**src/cemlt_ram.sv**
```systemverilog
// Single-port-write, single-port-read synchronous RAM with registered read data.
module cemlt_ram #(
    parameter int WIDTH = 8,
    parameter int DEPTH = 16
) (
    input  logic                     i_clk,
    input  logic                     i_we,
    input  logic [$clog2(DEPTH)-1:0] i_waddr,
    input  logic [WIDTH-1:0]         i_wdata,
    input  logic [$clog2(DEPTH)-1:0] i_raddr,
    output logic [WIDTH-1:0]         o_rdata
);

    logic [WIDTH-1:0] r_mem [DEPTH];
    logic [WIDTH-1:0] r_rdata;

    always_ff @(posedge i_clk) begin
        if (i_we) begin
            r_mem[i_waddr] <= i_wdata;
        end
        r_rdata <= r_mem[i_raddr];
    end

    assign o_rdata = r_rdata;

endmodule

```
**config.mk**
```make
export PLATFORM = sky130hd
export DESIGN_NAME = cemlt_ram
export DESIGN_NICKNAME = d
export VERILOG_FILES = /design/src/cemlt_ram.sv
export SDC_FILE = /design/constraint.sdc
export NUM_CORES = 1
export LEC_CHECK = 0
export BUFFER_PORTS_ARGS = -buffer_cell sky130_fd_sc_hd__clkbuf_2
export CAP_MARGIN = 10
export CORE_ASPECT_RATIO = 1.75
export CORE_MARGIN = 2
export CORE_UTILIZATION = 30
export DETAILED_ROUTE_END_ITERATION = 7
export GPL_ROUTABILITY_DRIVEN = 1
export GPL_TIMING_DRIVEN = 0
export MAX_ROUTING_LAYER = met4
export PLACE_DENSITY = 0.48
export SLEW_MARGIN = 25
export SYNTH_ARGS = -nofsm -noshare
export SYNTH_HDL_FRONTEND = slang
export SYNTH_SLANG_ARGS = --single-unit
```
**constraint.sdc**
```tcl
create_clock -name i_clk -period 2.1 [get_ports i_clk]
set_input_delay 0.21 -clock i_clk [delete_from_list [all_inputs] [get_ports i_clk]]
set_output_delay 0.21 -clock i_clk [all_outputs]
set_load 0.01 [all_outputs]
```
=== After elaboration in Yosys (flattened, before gate mapping) ===
Memories as Yosys holds them, arrays and structs flattened. A register that Yosys moved wholly into a read port is not among the register bits.
Cells that the tools add are included.

* Flip-flop bits (word level): 0
* Memory bits (writable): 128
* Input port bits: 18
* Output and inout bits: 8
* Word-level logic and storage cells: 3
* Memories: 1

* Multiplexer cells: 2

{| class="wikitable"
|+ Memories
! memory !! words !! bits a word !! read ports !! clocked after Yosys merged registers in !! wr ports !! RTL line !! text
|-
| r_mem || 16 || 8 || 1 || 1 || 1 || 14 || <nowiki>logic [WIDTH-1:0] r_mem [DEPTH];</nowiki>
|}

{| class="wikitable"
|+ Operators with widths
! kind !! count
|-
| $mux W1 || 2
|}

=== Logic depth before layout (Yosys ltp) ===
* Word-level depth: 2
* Depth in mapped cells: 5
* Mapped depth without buffers: 3

=== Least setup slack after synthesis ===
No wires, ideal clock.

* Kind: input port to flip-flop
* Start: input i_waddr[2]
* End: memory r_mem[0][0] (enable)
* Setup time: 0.383 ns
* Data arrival time: 1.320 ns
* Required time: 1.717 ns
* Slack: 0.397 ns
* Stages: 2
* Path buffers: 0
* Cell sequence: or3b_2 > nor3_1

{| class="wikitable"
|+ RTL lines
! element !! RTL line !! text
|-
| start, declared || 8 || <nowiki>input logic [$clog2(DEPTH)-1:0] i_waddr,</nowiki>
|-
| end, declared || 14 ||
|}

No word-level cell before the write port.

=== Final worst setup path ===
* Start: input i_waddr[2]
* End: memory r_mem[3][4] (enable)

No word-level cell before the write port.

==> reports/qor.yml <==
path_buf_inv: 1
yosysTopAreaCell: "edfxtp_1"
min_path_type: "in2reg"
drc: 0
die_y_um: 177
track_usage_pct: 13.2
cts_tree: "built"
initial_core_util_pct: 30.5
netlist.area_leader.share_pct: 74.7
synthXorXnorAreaFrac_pct: 0
place_hpwl_um: 7300
syn-instance-count: 229
via_per_inst: 4.44
syn_area_per_cell_um2: 22.5
layout.nets: 290
synth_compound_gate_area_share_pct: 2.33
core_area_um2: 16900
ant_nets: 0
gp_congestion: 0.737
period_needed_ns: 1.48
synthTopCellsByArea: "edfxtp_1, mux4_2, mux4_1"
synth_flop_cell: "edfxtp_1"
num_vias: 2275
fin_skew_ns: 0.00562
synthSimpleGateAreaFrac_pct: 3.18
grt_pass1_vias: 2367
antenna_found_initial: 0
numCtsBuffers: 17
rsz0062_at_grt: "false"
postCtsSetupRepairBufs: 0
diodes: 0
grt_max_degree: 17
cp_slowest_cell: "nor2_1"
synth_seq_cells: 136
power_density_nw_per_um2: 1000
critPathLaunchType: "input pin"
max_slew_margin_pct: 43.5
ys_types: 19
cts_root_buf: "clkbuf_16"
die_area_um2: 18300
leakagePower_uw: 0.00203
hold_viol: 0
fmax_mhz: 674
clkTransAtPathRegs_ns: 0.06
die_w_um: 103
status: "completed"
synth_top_family_by_area: "multiplexers"
gr-total-overflow: 0
arrival_ns: 1.52
ir_worst_vdd_mv: 0.435
wirelength_um: 10700
synth_common_cells: "edfxtp_1, mux4_2, a22oi_1"
async_flop_share_pct: 0
area_growth_pct: 19.5
syn_area_um2: 5150
ios: 26
syn_nets: 247
max_cap_viol_count: 0
grt_pass1_wl_um: 15400
setup_viol: 0
stdcell_area_um2: 6150
io_buffers: 24
yosysMostFrequentCell: "edfxtp_1"
clkLatencyLatePin_ns: 0.41
holdBufCountCts: 0
required_ns: 2.13
drtIter0Drc: 142
worst_path_dominant_cell_family: "simple AND/OR/NAND/NOR gates"
layout-drive-gt1-share_pct: 31.2
worstMarginPinSlew_ns: 0.845
htreeDepth: 4
cp_cell_sequence: "clkbuf_2, or3b_2, nor2_1"
dr.pass1.iters: 5
yosys_warnings: 0
synthAdderAreaFrac_pct: 0
placedInstanceArea_um2: 5570
wl_per_cell_um: 20.9
synth_edf_count: 128
worst_hold_slack_ns: 0.267
muxShareOfSynthArea_pct: 15.0
rows: 63
crit_type: "in2reg"
seq_area_frac_synth_pct: 77.8
ctsResizeCount: 0
timing.final.crit_share_pct: 70.7
finalMaxSlewViolations: 0
worstSetupEndpointType: "flop"
clock_sinks: 136
critPathMaxStageDelay_ns: 0.67
clockBufferDepth: 2
cp_max_fo: 8
[cell usage in the layout (no fill, tap or decap), drive strengths merged]
| master | instances |
|---|---|
| edfxtp | 128 |
| clkbuf | 45 |
| mux4 | 32 |
| a22oi | 16 |
| nor2 | 13 |
| nand2 | 9 |
| dfxtp | 8 |
| clkinv | 8 |
| buf | 7 |
| nor3 | 4 |
| clkdlybuf4s25 | 3 |
| clkinvlp | 3 |
| nand3b | 2 |
| nand2b | 2 |
| nor2b | 1 |
| and2 | 1 |
| and2b | 1 |
| nand3 | 1 |
| or3b | 1 |
[cell families (layout without fill, tap and decap cells)]
group,after synthesis,after routing
compound gates,16,16
buf+inv,10,66
flops,136,136
mux,32,32
simple gates,35,35
[final timing paths]
path                          startpoint                     to  slack (ns)  cells past startpoint
setup reg to reg   r_mem[1][3]$_DFFE_PP_     o_rdata[3]$_DFF_P_        0.68                      3
hold / removal                i_wdata[5]  r_mem[6][5]$_DFFE_PP_        0.27                      1
setup / recovery              i_waddr[2]  r_mem[3][4]$_DFFE_PP_        0.62                      3
hold reg to reg   r_mem[14][2]$_DFFE_PP_     o_rdata[2]$_DFF_P_        0.70                      3
[report_power, final]
part           switching [uW]  internal [uW]  leakage (uW)
Clock                    1080           1740      0.000286
Combinational             183            121      0.000523
Sequential               13.5           3040       0.00122
Total                    1270           4890       0.00203
[state kept, by name (all words and copies together), names as in the netlist]
name and cells:
o_rdata 8, r_mem 128
[cell type report]
cell class              instances  area (um^2)
fillers                      1597        10700
flip-flops and latches        136         4000
multi-input cells              83         1080
clock buffers                  21          514
well taps                     227          284
repair buffers                 24          120
plain buffers                  10         86.3
clock inverters                11         66.3
[through the flow]
stage	TNS [ns]	instances	power (uW)	setup slack [ns]	utilization, %
final	0	512	6170	0.616	36.5
after global routing	0	512	6370	0.494	36.5
after CTS	0	512	6220	0.588	36.5
after detailed placement	0	480	3420	0.170	33.0
after global placement	-1.76	480	3410	-0.221	32.9
after floorplan	0	229	3270	0.397	-
[layer usage]
metal	wire length, um	up-vias	GRT usage, %
met3	331	8	3.48
met5	0	-	-
met2	6130	49	22.9
met4	177	0	4.77
met1	4070	1161	14.2
li1	-	1057	-
(Power assumes the default switching activity.)
